$ cat config.mk
export PLATFORM = sky130hd
export DESIGN_NAME = pvsb_sqrt
export DESIGN_NICKNAME = d
export VERILOG_FILES = /design/src/hdl/pvsb_pkg.sv /design/src/hdl/pvsb_sqrt.sv
export SDC_FILE = /design/constraint.sdc
export NUM_CORES = 1
export LEC_CHECK = 0
export ABC_AREA = 0
export ABC_CLOCK_PERIOD_IN_PS = 4690
export BUFFER_PORTS_ARGS = -buffer_cell sky130_fd_sc_hd__buf_2
export CELL_PAD_IN_SITES_DETAIL_PLACEMENT = 1
export CELL_PAD_IN_SITES_GLOBAL_PLACEMENT = 2
export CORE_MARGIN = 5
export CORE_UTILIZATION = 37
export CTS_CLUSTER_DIAMETER = 50
export DETAILED_ROUTE_END_ITERATION = 10
export PLACE_DENSITY = 0.91
export SETUP_SLACK_MARGIN = 0.2
export SLEW_MARGIN = 30
export SYNTH_ARGS = -nofsm -noshare
export SYNTH_HDL_FRONTEND = slang
export SYNTH_SLANG_ARGS = --single-unit
$ cat constraint.sdc
create_clock -name clk -period 4.69 [get_ports clk]
set_clock_uncertainty 0.2 [all_clocks]
set_input_delay 1.1725 -clock clk [delete_from_list [all_inputs] [get_ports clk]]
set_output_delay 1.1725 -clock clk [all_outputs]
set_load 0.01 [all_outputs]
$ cat src/hdl/pvsb_pkg.sv
// Shared types, constants and saturating helpers for the particle Verlet step block.
package pvsb_pkg;

	localparam int PVSB_PLANETS = 4;

	// Fixed field widths
	localparam int VAL_W    = 64;
	localparam int MASS_W   = 63;
	localparam int DT_W     = 32;
	localparam int PCNT_W   = 3;
	localparam int SLOT_W   = 2;
	localparam int WIDE_W   = 128;
	localparam int FRAC_W   = 24;
	localparam int DNUM_W   = VAL_W + FRAC_W;
	localparam int ITER_W   = 7;
	localparam int T_W      = FRAC_W + 1;
	localparam int S_DATA_W = 640;
	localparam int M_DATA_W = 392;

	localparam logic [ITER_W-1:0] DIV_Q_STEPS = ITER_W'(DNUM_W);
	localparam logic [ITER_W-1:0] DIV_T_STEPS = ITER_W'(FRAC_W);
	localparam logic [ITER_W-1:0] SQRT_STEPS  = ITER_W'(VAL_W);

	localparam logic [DT_W-1:0] DT_RESET = 32'd16777216;

	localparam logic signed [VAL_W-1:0] S64_MAX = {1'b0, {(VAL_W-1){1'b1}}};
	localparam logic signed [VAL_W-1:0] S64_MIN = {1'b1, {(VAL_W-1){1'b0}}};

	// Register indexes
	localparam logic REG_DT           = 1'b0;
	localparam logic REG_PLANET_COUNT = 1'b1;

	// Operation codes
	localparam logic OP_LOAD = 1'b0;
	localparam logic OP_STEP = 1'b1;

	// Rounding shift of a product
	typedef enum logic [1:0] {
		SH_23,
		SH_24,
		SH_25
	} sh_sel_t;

	function automatic logic [VAL_W-1:0] f_mag(input logic signed [VAL_W-1:0] a);
		return a[VAL_W-1] ? (~a + 64'd1) : a;
	endfunction

	function automatic logic signed [VAL_W-1:0] f_sat_add(input logic signed [VAL_W-1:0] a,
		input logic signed [VAL_W-1:0] b);
		logic [VAL_W:0] s;
		s = {a[VAL_W-1], a} + {b[VAL_W-1], b};
		if (s[VAL_W] != s[VAL_W-1]) begin
			return s[VAL_W] ? S64_MIN : S64_MAX;
		end
		return s[VAL_W-1:0];
	endfunction

	function automatic logic signed [VAL_W-1:0] f_sat_sub(input logic signed [VAL_W-1:0] a,
		input logic signed [VAL_W-1:0] b);
		logic [VAL_W:0] s;
		s = {a[VAL_W-1], a} - {b[VAL_W-1], b};
		if (s[VAL_W] != s[VAL_W-1]) begin
			return s[VAL_W] ? S64_MIN : S64_MAX;
		end
		return s[VAL_W-1:0];
	endfunction

	// Apply sign to a magnitude and clamp to the signed 64-bit range
	function automatic logic signed [VAL_W-1:0] f_pack(input logic neg,
		input logic [WIDE_W-1:0] m);
		if (!neg) begin
			if (m[WIDE_W-1:VAL_W-1] != '0) return S64_MAX;
			return m[VAL_W-1:0];
		end
		if (m[WIDE_W-1:VAL_W-1] != '0) return S64_MIN;
		return -m[VAL_W-1:0];
	endfunction

endpackage

$ cat src/hdl/pvsb_sqrt.sv
// Floor square root of a 128-bit value, one root bit per cycle.
module pvsb_sqrt import pvsb_pkg::*; (
	input  logic              clk,
	input  logic              arst_n,
	input  logic              start,
	input  logic [WIDE_W-1:0] v,
	output logic              done,
	output logic [VAL_W-1:0]  root
);

	logic [WIDE_W-1:0] v_q;
	logic [VAL_W+1:0]  rem_q;
	logic [VAL_W-1:0]  root_q;
	logic [ITER_W-1:0] cnt_q;
	logic              busy_q, done_q, ge;
	logic [VAL_W+3:0]  shv, trial, diff;

	assign shv   = {rem_q, v_q[WIDE_W-1:WIDE_W-2]};
	assign trial = {2'b00, root_q, 2'b01};
	assign ge    = shv >= trial;
	assign diff  = shv - trial;

	// Step count
	always_ff @(posedge clk or negedge arst_n) begin
		if (!arst_n) begin
			busy_q <= 1'b0;
			done_q <= 1'b0;
			cnt_q  <= '0;
		end else begin
			done_q <= 1'b0;
			if (start) begin
				busy_q <= 1'b1;
				cnt_q  <= SQRT_STEPS;
			end else if (busy_q) begin
				cnt_q <= cnt_q - ITER_W'(1);
				if (cnt_q == ITER_W'(1)) begin
					busy_q <= 1'b0;
					done_q <= 1'b1;
				end
			end
		end
	end

	// Bring down two bits, try the next root bit
	always_ff @(posedge clk) begin
		if (start) begin
			v_q    <= v;
			rem_q  <= '0;
			root_q <= '0;
		end else if (busy_q) begin
			v_q    <= v_q << 2;
			rem_q  <= ge ? diff[VAL_W+1:0] : shv[VAL_W+1:0];
			root_q <= {root_q[VAL_W-2:0], ge};
		end
	end

	assign done = done_q;
	assign root = root_q;

endmodule

### Word level (Yosys, flattened, before mapping)

Index checks and enable logic that the tools add are counted.

| cells by class | value |
|---|---|
| add/sub/neg operators | 2 |
| $lt $le $gt $ge | 1 |
| eq/ne operators | 1 |
| muxes and demuxes | 11 |
| reduce and logical (&&, ||, !) cells | 1 |

Operators with widths:

| kind | count |
|---|---|
| $mux W128 | 2 |
| $ge A68 B66 Y1 | 1 |
| $mux W66 | 1 |
| $sub A66 B66 Y66 | 1 |
| $mux W7 | 2 |
| $eq A7 B1 Y1 const B | 1 |
| $sub A7 B1 Y7 const B | 1 |
| $mux W1 | 6 |
| $reduce_bool A2 Y1 | 1 |

| storage, ports and cells | value |
|---|---|
| register bits | 267 |
| bits of input ports | 131 |
| output and inout port bits | 65 |
| word-level logic and storage cells | 22 |

### Logic depth before layout (Yosys ltp)

| logic depth | value |
|---|---|
| depth after elaboration | 4 |
| depth in mapped cells | 16 |
| depth with buffers taken out | 12 |

### Worst setup path before layout

No wires, ideal clock.

| path | value |
|---|---|
| kind | input-to-reg |
| from | in start |
| to | reg v_q[0], enable pin |
| library setup time | 1.125 ns |
| arrival time | 3.395 ns |
| data required time | 3.365 ns |
| slack | -0.031 ns |
| stages on the path | 2 |
| buffers on the path | 0 |
| cell sequence | inv_1 nand2_1 |

| on the way | value |
|---|---|
| longest elaborated chain between the ends | 1 |

Ends and longest elaborated chain:

| element | RTL line | RTL |
|---|---|---|
| start: declaration | pvsb_sqrt.sv:5 | `input logic start,` |
| $reduce_bool A2 Y1 (no line) | - |  |
| end signal: assignment | pvsb_sqrt.sv:47 | `v_q <= v;` |
| end signal: assignment | pvsb_sqrt.sv:51 | `v_q <= v_q << 2;` |
| end: declaration | pvsb_sqrt.sv:11 | `logic [WIDE_W-1:0] v_q;` |

No other way between the ends.
A chain may end at the register's enable or synchronous reset.

### Worst setup path after layout

| path | value |
|---|---|
| from | reg root_q[22], in the netlist root[22] |
| to | reg rem_q[45] |

| on the way | value |
|---|---|
| longest elaborated chain between the ends | 2 |
| elaborated cells on any way between the ends | 3 |
| those cells by class | 1 x add/sub; 1 x order compare; 1 x mux |

Ends and longest elaborated chain:

| element | RTL line | RTL |
|---|---|---|
| start: declaration | pvsb_sqrt.sv:13 | `logic [VAL_W-1:0] root_q;` |
| start signal: assignment | pvsb_sqrt.sv:53 | `root_q <= {root_q[VAL_W-2:0], ge};` |
| $sub A66 B66 Y66 or $ge A68 B66 Y1 (tied branches) | pvsb_sqrt.sv:21, pvsb_sqrt.sv:20 |  |
| $mux W66 (*) | pvsb_sqrt.sv:52 | `rem_q <= ge ? diff[VAL_W+1:0] : shv[VAL_W+1:0];` |
| end signal: assignment | pvsb_sqrt.sv:52 |  |
| end: declaration | pvsb_sqrt.sv:12 | `logic [VAL_W+1:0] rem_q;` |

Mark *: on every way between the ends. The rest lies on a longest branch, timed or not.

==> impl_metrics.csv <==
group,metric,value,unit
clock_tree,h-tree-depth,2,
synthesis,synthMuxAreaShare,0.136,
place,io_buffers,195,
route,drt.antenna.violating_nets,0,
synthesis,synthFlopType,"dfxtp_1",
place,hpwlAfterDp,30900,um
sta,holdWs,259,ps
worst_setup_path,critPathLaunch,"root[22]",
worst_setup_path,critPathCaptureType,"register",
worst_setup_path,critPathMaxFanout,13,
synthesis,syn_nets,1773,
floorplan,die_h,213,um
synthesis,synth.top_cell.area_share,0.251,
grt,grt_use_met2,0.308,
sta,tns,0,ps
synthesis,yosys-top-cells-area,"edfxtp_1 (25%), dfxtp_1 (17%), mux2_2 (9.3%), ha_1 (5.6%), mux2i_1 (4.3%)",
worst_setup_path,timing.rr.end,"rem_q[45]",
power_and_ir_drop,total_power,11.7,mW
synthesis,synth-xor-area-share,0.0326,
grt,track_usage,0.184,
synthesis,synthTopCellsByCount,"nand2_1 (171), nor2_1 (170), dfxtp_1 (130)",
synthesis,yosysUniqueCellTypes,77,
grt,grt_util_met1,0.239,
route,dr.pass1.iters,4,
route,via_per_inst,5.36,
sta,finalCritPeriodShare,0.875,
floorplan,die-width,213,um
power_and_ir_drop,p_per_area,652,nW/um2
synthesis,synth_enable_flop_cells,128,
sta,clock.fmax,244,MHz
synthesis,ys_seq_area_frac,0.436,
synthesis,synth-warning-count,0,
power_and_ir_drop,p_leak,7.84,nW
place,placed_area,16700,um2
grt,top_usage_layer,"met2",
grt,antenna_found_initial,10,
grt,grt_pass1_wl,68700,um
power_and_ir_drop,power_frac_seq,0.273,
power_and_ir_drop,swShare,0.411,
clock_tree,clkSinkCount,267,
synthesis,netlist_area,15300,um2
sta,maxSlewViolCount,0,
worst_setup_path,reg2regPathDepth,11,
grt,grt_overflow,0,
floorplan,die_area,45500,um2
route,drc,0,
synthesis,syn_avg_cell_area,9.72,um2
clock_tree,cts.path.max_buffers,3,
route,drt-total-wl,43500,um
sta,min_period,4100,ps
power_and_ir_drop,peakVddDrop,0.349,mV
status,outcome,"completed",
route,routed-via-count,12300,
hold_path,hold_class,"in2async",
worst_setup_path,worstSetupPathType,"reg2reg",
synthesis,async_flop_share,0.0337,
sta,rsz0062_at_grt,"false",
grt,grt_pass1_vias,12900,
floorplan,core_area,40800,um2
power_and_ir_drop,p_sw,4.80,mW
worst_setup_path,ff2ff_setup_slack,590,ps
worst_setup_path,startpoint_type,"register",
route,avgRoutedWirePerCell,18.9,um
clock_tree,postCtsSetupBuffers,0,
synthesis,synth_most_common_cell,"nand2_1",
synthesis,synth-adder-area-share,0.0556,
grt,gr-usage-met3,0.0373,
power_and_ir_drop,clock_power_share,0.237,
final_layout,area_growth,17.0,%
worst_setup_path,r2r-start,"root[22]",
synthesis,synthCells,1574,
synthesis,synth-seq-cells,267,
route,drtIter0Drc,632,
clock_tree,tritoncts.num_buffers,37,
worst_setup_path,cp.required,4950,ps
floorplan,std_cell_rows,74,
synthesis,synth_top_family_by_area,"compound AO/OA/AOI/OAI gates",
sta,tightest_slew,955,ps
synthesis,synth_area_leader_cell,"edfxtp_1",
synthesis,synth_compound_area_frac,0.152,
sta,max_slew_margin,0.363,
sta,setup_viol,0,
clock_tree,clkLatencyLatePin,560,ps
power_and_ir_drop,combPwrFrac,0.491,
worst_setup_path,cp.arrival,4370,ps
clock_tree,cts_tree,"built",
final_layout,final_core_util,0.439,
floorplan,start_util,0.375,
floorplan,io_pins,196,
final_layout,num-fill-cells,4633,
place,gp_congestion,0.857,
run,maxCapViolCount,0,
synthesis,yosys.area_share.simple,0.135,
clock_tree,path_clk_slew,60,ps
grt,grt_start_max_net_pins,79,
power_and_ir_drop,internal_power,6.88,mW
worst_setup_path,critPathCapture,"rem_q[45]",
clock_tree,cts.root.buffer_cell,"clkbuf_16",
final_layout,nNetsFinal,1927,
sta,hold_viol_final,0,
final_layout,drive_gt1_frac,0.241,
final_layout,final_cell_area,17900,um2
## cells in the final DEF (no fill, tap or decap), drive strengths merged, types with 6 or more instances in the layout
| cell type | count |
|---|---|
| a21o | 24 |
| nor2 | 171 |
| inv | 95 |
| nand3 | 23 |
| clkbuf | 45 |
| o21ai | 53 |
| a21oi | 91 |
| nor2b | 7 |
| nor3 | 19 |
| mux2 | 126 |
| o211ai | 7 |
| a31oi | 6 |
| ha | 68 |
| o21a | 16 |
| and3 | 11 |
| a211oi | 7 |
| edfxtp | 128 |
| xnor2 | 35 |
| nand4 | 22 |
| o21bai | 20 |
| diode | 11 |
| o31ai | 7 |
| nor4 | 8 |
| xor2 | 22 |
| a311oi | 57 |
| clkinv | 16 |
| or3 | 10 |
| a21boi | 7 |
| dfrtp | 9 |
| nand2 | 173 |
| mux2i | 66 |
| buf | 212 |
| dfxtp | 130 |
| and2 | 8 |
## what timing repair did
item,CTS,global route
hold buffers,0,0
resized for setup,0,1
endpoints found under the setup margin,0,4
## how the worst min path moves through the flow
stage	start	to	slack (ps)	cells past startpoint
after floorplan	rem_q[46]	rem_q[46]	260	2
after global placement	rem_q[0]	rem_q[0]	280	2
after detailed placement	rem_q[1]	rem_q[1]	290	2
after CTS	arst_n	busy_q	240	1
after global routing	arst_n	cnt_q[6]	250	1
final	arst_n	cnt_q[6]	260	1
## state kept, by name (all words and copies together), names as in the netlist
signal and cells:
cnt_q 7, done 1, busy_q 1, root 64, v_q 128, rem_q 66
## power groups by stage
| stage | clock network [mW] | logic, mW | registers [mW] |
|---|---|---|---|
| after global routing | 2.94 | 6.37 | 3.22 |
| after global placement | 0 | 5.55 | 3.19 |
| final | 2.77 | 5.73 | 3.18 |
| after floorplan | 0 | 4.44 | 3.10 |
| after CTS | 2.84 | 5.72 | 3.18 |
| after detailed placement | 0 | 5.66 | 3.22 |
## kinds of logic after synthesis
group,after synthesis
simple gates,469
compound gates,332
flops,267
mux,192
buf+inv,189
fa+ha+maj,68
xor+xnor,57
## worst max-delay path, stage by stage, from the launching register on
cell and delay (ps):
dfxtp_1 380, inv_1 60, ha_1 490, nand4_1 320
nor4_2 510, o311ai_1 260, a21boi_2 350, o21ai_2 150
a31oi_4 430, nor2_4 160, or3_1 440, a311oi_2 250
## per-layer routing
layer,part of all wire,up-vias
li1,-,6010
met1,0.44,6023
met2,0.49,208
met3,0.041,84
met4,0.033,0
met5,0,-
## final cells by class
type	instances	area [um2]	area share
multi-input combinational	1118	7840	0.438
sequential	267	6680	0.373
timing repair buffer	212	1140	0.0636
clock buffer	45	996	0.0556
tap	532	666	0.0372
inverter	92	345	0.0193
clock inverter	22	215	0.0120
antenna	11	27.5	0.00154
## metrics by stage
| step | std cells | worst slack, ps |
|---|---|---|
| floorplan | 1574 | 1280 |
| global placement | 2221 | 684 |
| detailed placement | 2221 | 489 |
| CTS | 2288 | 447 |
| global route | 2299 | 322 |
| finish | 2299 | 586 |
(Power assumes the default switching activity.)
