**src/hdl/pvsb_pkg.sv**
```systemverilog
// Shared types, constants and saturating helpers for the particle Verlet step block.
package pvsb_pkg;

	localparam int PVSB_PLANETS = 4;

	// Fixed field widths
	localparam int VAL_W    = 64;
	localparam int MASS_W   = 63;
	localparam int DT_W     = 32;
	localparam int PCNT_W   = 3;
	localparam int SLOT_W   = 2;
	localparam int WIDE_W   = 128;
	localparam int FRAC_W   = 24;
	localparam int DNUM_W   = VAL_W + FRAC_W;
	localparam int ITER_W   = 7;
	localparam int T_W      = FRAC_W + 1;
	localparam int S_DATA_W = 640;
	localparam int M_DATA_W = 392;

	localparam logic [ITER_W-1:0] DIV_Q_STEPS = ITER_W'(DNUM_W);
	localparam logic [ITER_W-1:0] DIV_T_STEPS = ITER_W'(FRAC_W);
	localparam logic [ITER_W-1:0] SQRT_STEPS  = ITER_W'(VAL_W);

	localparam logic [DT_W-1:0] DT_RESET = 32'd16777216;

	localparam logic signed [VAL_W-1:0] S64_MAX = {1'b0, {(VAL_W-1){1'b1}}};
	localparam logic signed [VAL_W-1:0] S64_MIN = {1'b1, {(VAL_W-1){1'b0}}};

	// Register indexes
	localparam logic REG_DT           = 1'b0;
	localparam logic REG_PLANET_COUNT = 1'b1;

	// Operation codes
	localparam logic OP_LOAD = 1'b0;
	localparam logic OP_STEP = 1'b1;

	// Rounding shift of a product
	typedef enum logic [1:0] {
		SH_23,
		SH_24,
		SH_25
	} sh_sel_t;

	function automatic logic [VAL_W-1:0] f_mag(input logic signed [VAL_W-1:0] a);
		return a[VAL_W-1] ? (~a + 64'd1) : a;
	endfunction

	function automatic logic signed [VAL_W-1:0] f_sat_add(input logic signed [VAL_W-1:0] a,
		input logic signed [VAL_W-1:0] b);
		logic [VAL_W:0] s;
		s = {a[VAL_W-1], a} + {b[VAL_W-1], b};
		if (s[VAL_W] != s[VAL_W-1]) begin
			return s[VAL_W] ? S64_MIN : S64_MAX;
		end
		return s[VAL_W-1:0];
	endfunction

	function automatic logic signed [VAL_W-1:0] f_sat_sub(input logic signed [VAL_W-1:0] a,
		input logic signed [VAL_W-1:0] b);
		logic [VAL_W:0] s;
		s = {a[VAL_W-1], a} - {b[VAL_W-1], b};
		if (s[VAL_W] != s[VAL_W-1]) begin
			return s[VAL_W] ? S64_MIN : S64_MAX;
		end
		return s[VAL_W-1:0];
	endfunction

	// Apply sign to a magnitude and clamp to the signed 64-bit range
	function automatic logic signed [VAL_W-1:0] f_pack(input logic neg,
		input logic [WIDE_W-1:0] m);
		if (!neg) begin
			if (m[WIDE_W-1:VAL_W-1] != '0) return S64_MAX;
			return m[VAL_W-1:0];
		end
		if (m[WIDE_W-1:VAL_W-1] != '0) return S64_MIN;
		return -m[VAL_W-1:0];
	endfunction

endpackage

```
**src/hdl/pvsb_mul.sv**
```systemverilog
// Multi-cycle 64x64 magnitude multiplier with rounding shift and saturation.
module pvsb_mul import pvsb_pkg::*; (
	input  logic                    clk,
	input  logic                    arst_n,
	input  logic                    start,
	input  logic signed [VAL_W-1:0] a,
	input  logic signed [VAL_W-1:0] b,
	input  sh_sel_t                 sh,
	output logic                    done,
	output logic [WIDE_W-1:0]       prod,
	output logic signed [VAL_W-1:0] res
);

	logic [VAL_W-1:0]        am_q, bm_q;
	logic                    neg_q;
	sh_sel_t                 sh_q;
	logic [2:0]              cnt_q;
	logic                    busy_q, done_q, ppv_s1;
	logic [VAL_W-1:0]        pp_s1;
	logic [1:0]              sel_s1;
	logic [WIDE_W-1:0]       acc_q, pp_ext, sum, rnd;
	logic signed [VAL_W-1:0] res_q;
	logic [31:0]             ah, bh;

	assign ah = cnt_q[1] ? am_q[63:32] : am_q[31:0];
	assign bh = cnt_q[0] ? bm_q[63:32] : bm_q[31:0];

	// Place partial product by its half indexes
	always_comb begin
		case (sel_s1)
			2'd0:    pp_ext = WIDE_W'(pp_s1);
			2'd3:    pp_ext = WIDE_W'(pp_s1) << 64;
			default: pp_ext = WIDE_W'(pp_s1) << 32;
		endcase
	end

	// Round half away from zero on the magnitude, then shift
	always_comb begin
		case (sh_q)
			SH_23: begin
				sum = acc_q + (WIDE_W'(1) << 22);
				rnd = sum >> 23;
			end
			SH_25: begin
				sum = acc_q + (WIDE_W'(1) << 24);
				rnd = sum >> 25;
			end
			default: begin
				sum = acc_q + (WIDE_W'(1) << 23);
				rnd = sum >> 24;
			end
		endcase
	end

	// Sequence control
	always_ff @(posedge clk or negedge arst_n) begin
		if (!arst_n) begin
			busy_q <= 1'b0;
			done_q <= 1'b0;
			ppv_s1 <= 1'b0;
			cnt_q  <= '0;
		end else begin
			done_q <= 1'b0;
			ppv_s1 <= 1'b0;
			if (start) begin
				busy_q <= 1'b1;
				cnt_q  <= '0;
			end else if (busy_q) begin
				cnt_q <= cnt_q + 3'd1;
				if (!cnt_q[2]) begin
					ppv_s1 <= 1'b1;
				end
				if (cnt_q == 3'd5) begin
					done_q <= 1'b1;
					busy_q <= 1'b0;
				end
			end
		end
	end

	// Operands, partial products and accumulation
	always_ff @(posedge clk) begin
		if (start) begin
			am_q  <= f_mag(a);
			bm_q  <= f_mag(b);
			neg_q <= a[VAL_W-1] ^ b[VAL_W-1];
			sh_q  <= sh;
			acc_q <= '0;
		end else if (busy_q) begin
			if (!cnt_q[2]) begin
				pp_s1  <= ah * bh;
				sel_s1 <= cnt_q[1:0];
			end
			if (ppv_s1) begin
				acc_q <= acc_q + pp_ext;
			end
			if (cnt_q == 3'd5) begin
				res_q <= f_pack(neg_q, rnd);
			end
		end
	end

	assign done = done_q;
	assign prod = acc_q;
	assign res  = res_q;

endmodule

```
**config.mk**
```make
export PLATFORM = sky130hd
export DESIGN_NAME = pvsb_mul
export DESIGN_NICKNAME = d
export VERILOG_FILES = /design/src/hdl/pvsb_pkg.sv /design/src/hdl/pvsb_mul.sv
export SDC_FILE = /design/constraint.sdc
export NUM_CORES = 2
export LEC_CHECK = 0
export BUFFER_PORTS_ARGS = -buffer_cell sky130_fd_sc_hd__buf_4
export CAP_MARGIN = 20
export CORE_ASPECT_RATIO = 0.7
export CORE_MARGIN = 3
export CORE_UTILIZATION = 35
export CTS_BUF_LIST = sky130_fd_sc_hd__clkbuf_2
export CTS_CLUSTER_DIAMETER = 100
export DETAILED_ROUTE_END_ITERATION = 6
export GPL_TIMING_DRIVEN = 0
export HOLD_SLACK_MARGIN = 0.03
export RECOVER_POWER = 50
export SLEW_MARGIN = 40
export SYNTH_ARGS = -nofsm -noshare
export SYNTH_HDL_FRONTEND = slang
export SYNTH_SLANG_ARGS = --single-unit
```
**constraint.sdc**
```tcl
create_clock -name clk -period 20.1 [get_ports clk]
set_input_delay 1.005 -clock clk [delete_from_list [all_inputs] [get_ports clk]]
set_output_delay 1.005 -clock clk [all_outputs]
set_load 0.1 [all_outputs]
```
* Word level (Yosys, flattened, before mapping)
Index checks and enable logic that the tools add are counted.
** Word-level totals
- Logic and storage cells :: 74
- Output and inout bits :: 193
- Register bits :: 395
- Input port bits :: 133
** Cells by class
- Reduce and logical (&&, ||, !) cells :: 7
- Multiply operators :: 1
- $add $sub $neg :: 8
- Bitwise logic cells :: 5
- Equality and inequality tests :: 3
- Mux-type cells :: 36
** Operator list (count)
- $mux 64 :: 6
- $pmux 128 s2 :: 1
- $pmux 105 s2 :: 1
- $add 128x128->128 :: 1
- $add 128x23->128 const B :: 1
- $add 128x24->128 const B :: 1
- $add 128x25->128 const B :: 1
- $add 64x1->64 const B :: 2
- $not 64->64 :: 2
- $mux 63 :: 2
- $reduce_bool 65->1 :: 1
- $mul 32x32->64 :: 1
- $mux 32 :: 2
- $neg 64->64 :: 1
- $mux 1 :: 22
- $mux 3 :: 2
- $reduce_and 3->1 :: 2
- $eq 2x2->1 const B :: 2
- $logic_not 2->1 :: 2
- $add 3x1->3 const B :: 1
- $eq 3x3->1 const B :: 1
- $not 1->1 :: 2
- $reduce_and 2->1 :: 1
- $reduce_bool 2->1 :: 1
- $xor 1x1->1 :: 1

* Logic depth before layout (Yosys ltp)
- Word-level depth :: 13
- Depth in mapped cells :: 35
- Mapped depth without buffers :: 32

* Least setup slack after synthesis
No wires, ideal clock.
- Path type :: reg2reg
- From :: register cnt_q[0]
- To :: register pp_s1[62], data pin
- Clock period less this slack :: 9.096 ns
- Library setup time :: 0.260 ns
- Required time :: 19.840 ns
- Path buffers :: 3
- Arrival time :: 8.836 ns
- Path slack :: 11.004 ns
- Cell stages (with the launch flop) :: 31
- Cells stage by stage :: dfrtp_1 > clkbuf_1 > buf_1 > mux2i_1 > clkbuf_1 > nor2_1 > fa_1 > fa_1 > fa_1 > inv_1 > fa_1 > inv_1 > fa_1 > fa_1 > fa_1 > inv_1 > fa_1 > inv_1 > ha_1 > a21o_1 > a21o_1 > a21oi_1 > nand4b_1 > o21ai_0 > a21oi_1 > a2111oi_0 > nor2_1 > a31oi_1 > o31ai_1 > a21boi_0 > xnor2_1
** Between the ends
- Cells in the longest elaborated chain, start to end :: 2
** Ends and longest elaborated chain
- start: declaration :: line pvsb_mul.sv:17 : logic [2:0] cnt_q;
- start signal: assignment :: line pvsb_mul.sv:69 : cnt_q <= cnt_q + 3'd1;
- $mux 32 :: line pvsb_mul.sv:26 : assign bh = cnt_q[0] ? bm_q[63:32] : bm_q[31:0];
- $mul 32x32->64 :: line pvsb_mul.sv:91 : pp_s1 <= ah * bh;
- end signal: assignment :: line pvsb_mul.sv:91
- end: declaration :: line pvsb_mul.sv:19 : logic [VAL_W-1:0] pp_s1;
No other way between the ends.
A chain may end at the register's enable or synchronous reset.

* Final worst setup path
- From :: register cnt_q[1]
- To :: register pp_s1[63], data pin
** Between the ends
- Cells in the longest elaborated chain, start to end :: 2
** Ends and longest elaborated chain
- $mux 32 :: line pvsb_mul.sv:25 : assign ah = cnt_q[1] ? am_q[63:32] : am_q[31:0];
- $mul 32x32->64 :: line pvsb_mul.sv:91
No other way between the ends.

==> results.toml <==
[worst_hold_path]
whs_path_depth = 3
hold_path_class = "primary input to register"
hold_start = "b[63]"
hold_path_end = "bm_q[37]"

[floorplan]
rows = 134
die_area_um2 = 198000
initial_core_util_pct = 35.3
die_h_um = 373
ios = 326
coreArea_um2 = 191000
die_w_um = 531

[routing]
vias = 67500
final_antenna_net_count = 0
drtPass1Iterations = 7
wl_per_cell_um = 31.6
routed_wl_mm = 358
vias_per_cell = 5.95
drc = 0
drt_iter0_markers = 9476

[synth]
synth_top_area_share_pct = 26.6
ys_ff_latch = 395
seq_area_frac_synth_pct = 15.6
yosys_warnings = 0
avgSynthCellArea_um2 = 8.34
syn_inst = 8095
synth_nets = 9525
synth_area_leaders = "fa_1, edfxtp_1, ha_1, nand2_1, inv_1"
synth_top_area_cell = "fa_1"
ys.flop_type = "edfxtp_1"
synth-edff-count = 261
synth-async-reset-ratio_pct = 1.52
syn_area_um2 = 67500
ys_types = 107

[grt]
met1_usage_pct = 52.6
globalRouteMet3Util_pct = 17.3
grt_pass1_vias = 63500
grt_pass1_wl_mm = 494
track_usage_pct = 35.2
antenna_found_initial = 25
grtUsageMet2_pct = 44.2
gr-total-overflow = 0
grt_busiest_layer = "met1"
grt_start_max_net_pins = 72

[clock_network]
path_clk_slew_ps = 100
insertion_delay_ps = 1440
cts_buffers = 102
cts_sinks = 395
root_buffer = "clkbuf_2"
cts-resized-gates = 0
postCtsSetupRepairBufs = 0
clockBufferDepth = 3
cts_tree = "yes"
htree_num_levels = 3

[timing]
tightestPinTransition_ps = 4350
max_freq_mhz = 81.9
slew_headroom_pct = -190
finalCritPeriodShare_pct = 60.7
hold_violations = 0
slew_violations = 141
fin_setup_tns_ps = 0
final.setup_skew_ps = 233
setup_violations = 0
rsz0062_at_grt = "no"
min_period_ps = 12200

[critical_path]
arrival_ps = 13380
reg2reg_slack_ps = 7900
critPathRequiredTime_ps = 21280
r2r-start = "cnt_q[1]"
cpPeakStageDelay_ps = 810
worst-setup-path-type = "register to register"
cpMaxStageDelayCell = "fa_1"
reg2reg_depth = 30
crit_start = "cnt_q[1]"
r2r-end = "pp_s1[63]"
critPathCaptureType = "register"
crit_top_cell = "fa_1"
startpoint_type = "register"
crit_fanout = 10

[place]
gp_congestion = 1.12
hpwlAfterDp_mm = 304
portBuffers = 324

[layout]
register_area_um2 = 10600
multi_input_area_um2 = 52100
nets = 10200
layout-drive-gt1-share_pct = 8.99
area_growth_pct = 13.6
fill_cells = 19800

[run_status]
violations = "capacitance limit, slew limit"
status = "complete, but fails checks"

[job]
drv_cap = 4
## Yosys cell counts, drive strengths merged, types with 17 or more instances
library cell / count
nor4: 86
nand2b: 33
or3: 58
or4: 33
ha: 400
a211oi: 37
xor2: 170
o41ai: 21
dfxtp: 128
a22oi: 28
o21bai: 40
a22o: 68
a21o: 159
and3: 60
nor2: 916
and4: 37
nand2: 997
mux2: 66
buf: 91
a21boi: 19
o21ai: 246
nor2b: 24
nand3: 169
mux2i: 97
o31ai: 61
nor3: 165
clkbuf: 393
xnor2: 385
o21a: 31
a21oi: 400
and2: 101
o31a: 17
a31oi: 41
fa: 897
inv: 988
nand4: 168
or2: 30
edfxtp: 261
## placed cells by master, fill, tap and decap left out, types with 72 or more instances in the layout
| cell type | n |
|---|---|
| dlygate4sd3_1 | 168 |
| edfxtp_1 | 261 |
| xor2_1 | 169 |
| o21ai_0 | 244 |
| a21o_1 | 159 |
| inv_1 | 987 |
| nor2_1 | 906 |
| dfxtp_1 | 125 |
| nand4_1 | 165 |
| xnor2_1 | 385 |
| clkbuf_1 | 425 |
| clkbuf_2 | 250 |
| nand3_1 | 169 |
| buf_4 | 199 |
| ha_1 | 400 |
| a21oi_1 | 399 |
| nor3_1 | 154 |
| nand2_1 | 995 |
| and2_1 | 98 |
| nor4_1 | 72 |
| fa_1 | 897 |
## worst max-delay path by stage
stage	to	slack, ps	cells after the start
2_1_floorplan	pp_s1[62]	11000	30
3_3_place_gp	pp_s1[62]	7460	31
3_5_place_dp	pp_s1[63]	8230	32
4_1_cts	pp_s1[63]	8160	30
5_1_grt	pp_s1[63]	7630	30
6_report	pp_s1[63]	7900	30
## per-stage QoR
step / util, % / hold WS (ps) / worst slack [ps] / instances / instance area [um2]
after floorplan: - / 466 / 11000 / 8095 / 67500
after global placement: 38.2 / 484 / 7460 / 10900 / 73100
after detailed placement: 39.0 / 524 / 8230 / 11000 / 74500
after CTS: 40.4 / 81.4 / 8160 / 11300 / 77200
after global routing: 40.1 / 89.1 / 7630 / 11300 / 76700
final: 40.1 / 166 / 7900 / 11300 / 76700
## critical path: cells and delay by family (launching register included)
kind | cells | cell delay, ps
DFF | 1 | 540
and+or+nand+nor | 6 | 1030
adders and majority gates | 9 | 5020
AOI/OAI and AO/OA | 6 | 1940
xor gates and xnor gates | 1 | 160
muxes | 1 | 770
buffers and inverters | 7 | 2440
## logic make-up (layout without fill, tap and decap cells)
group	Yosys count	after routing	share of synthesized area [%]
adders and majority gates	1297	1297	34.0
DFF	395	395	15.6
xor gates and xnor gates	555	555	7.20
buffers and inverters	1473	2187	8.34
muxes	163	163	2.54
other	0	19	0
and+or+nand+nor	2914	2914	19.8
AOI/OAI and AO/OA	1298	1298	12.4
## flip-flops by register name (all words and copies together) (netlist names)
| signal | flops |
|---|---|
| prod | 128 |
| am_q | 64 |
| bm_q | 64 |
| pp_s1 | 64 |
| res | 64 |
| cnt_q | 3 |
| sel_s1 | 2 |
| sh_q | 2 |
| busy_q | 1 |
| done | 1 |
| neg_q | 1 |
| ppv_s1 | 1 |
## cell type report
type	instances	area share, %
Tap cell	2516	4.10
Inverter	989	4.84
Clock inverter	45	0.398
Clock buffer	137	0.894
Timing Repair Buffer	532	5.34
Antenna cell	19	0.0620
Buffer	484	2.70
Sequential cell	395	13.8
Multi-Input combinational cell	6227	67.9
## per-layer routing
| layer | wire length (um) | vias to the layer above |
|---|---|---|
| met5 | 66 | - |
| met4 | 10300 | 12 |
| met3 | 59000 | 582 |
| met2 | 131000 | 4730 |
| met1 | 158000 | 33900 |
| li1 | - | 28200 |
## repair_timing
action | 4_1_cts | 5_1_grt
endpoints found under the hold margin | 162 | 0
hold buffers | 168 | 0
setup endpoints to repair | 0 | 0
Power is left out: the tool's default activity adds up to more than one toggle a clock period on the data nets, which glitch-free logic cannot reach.
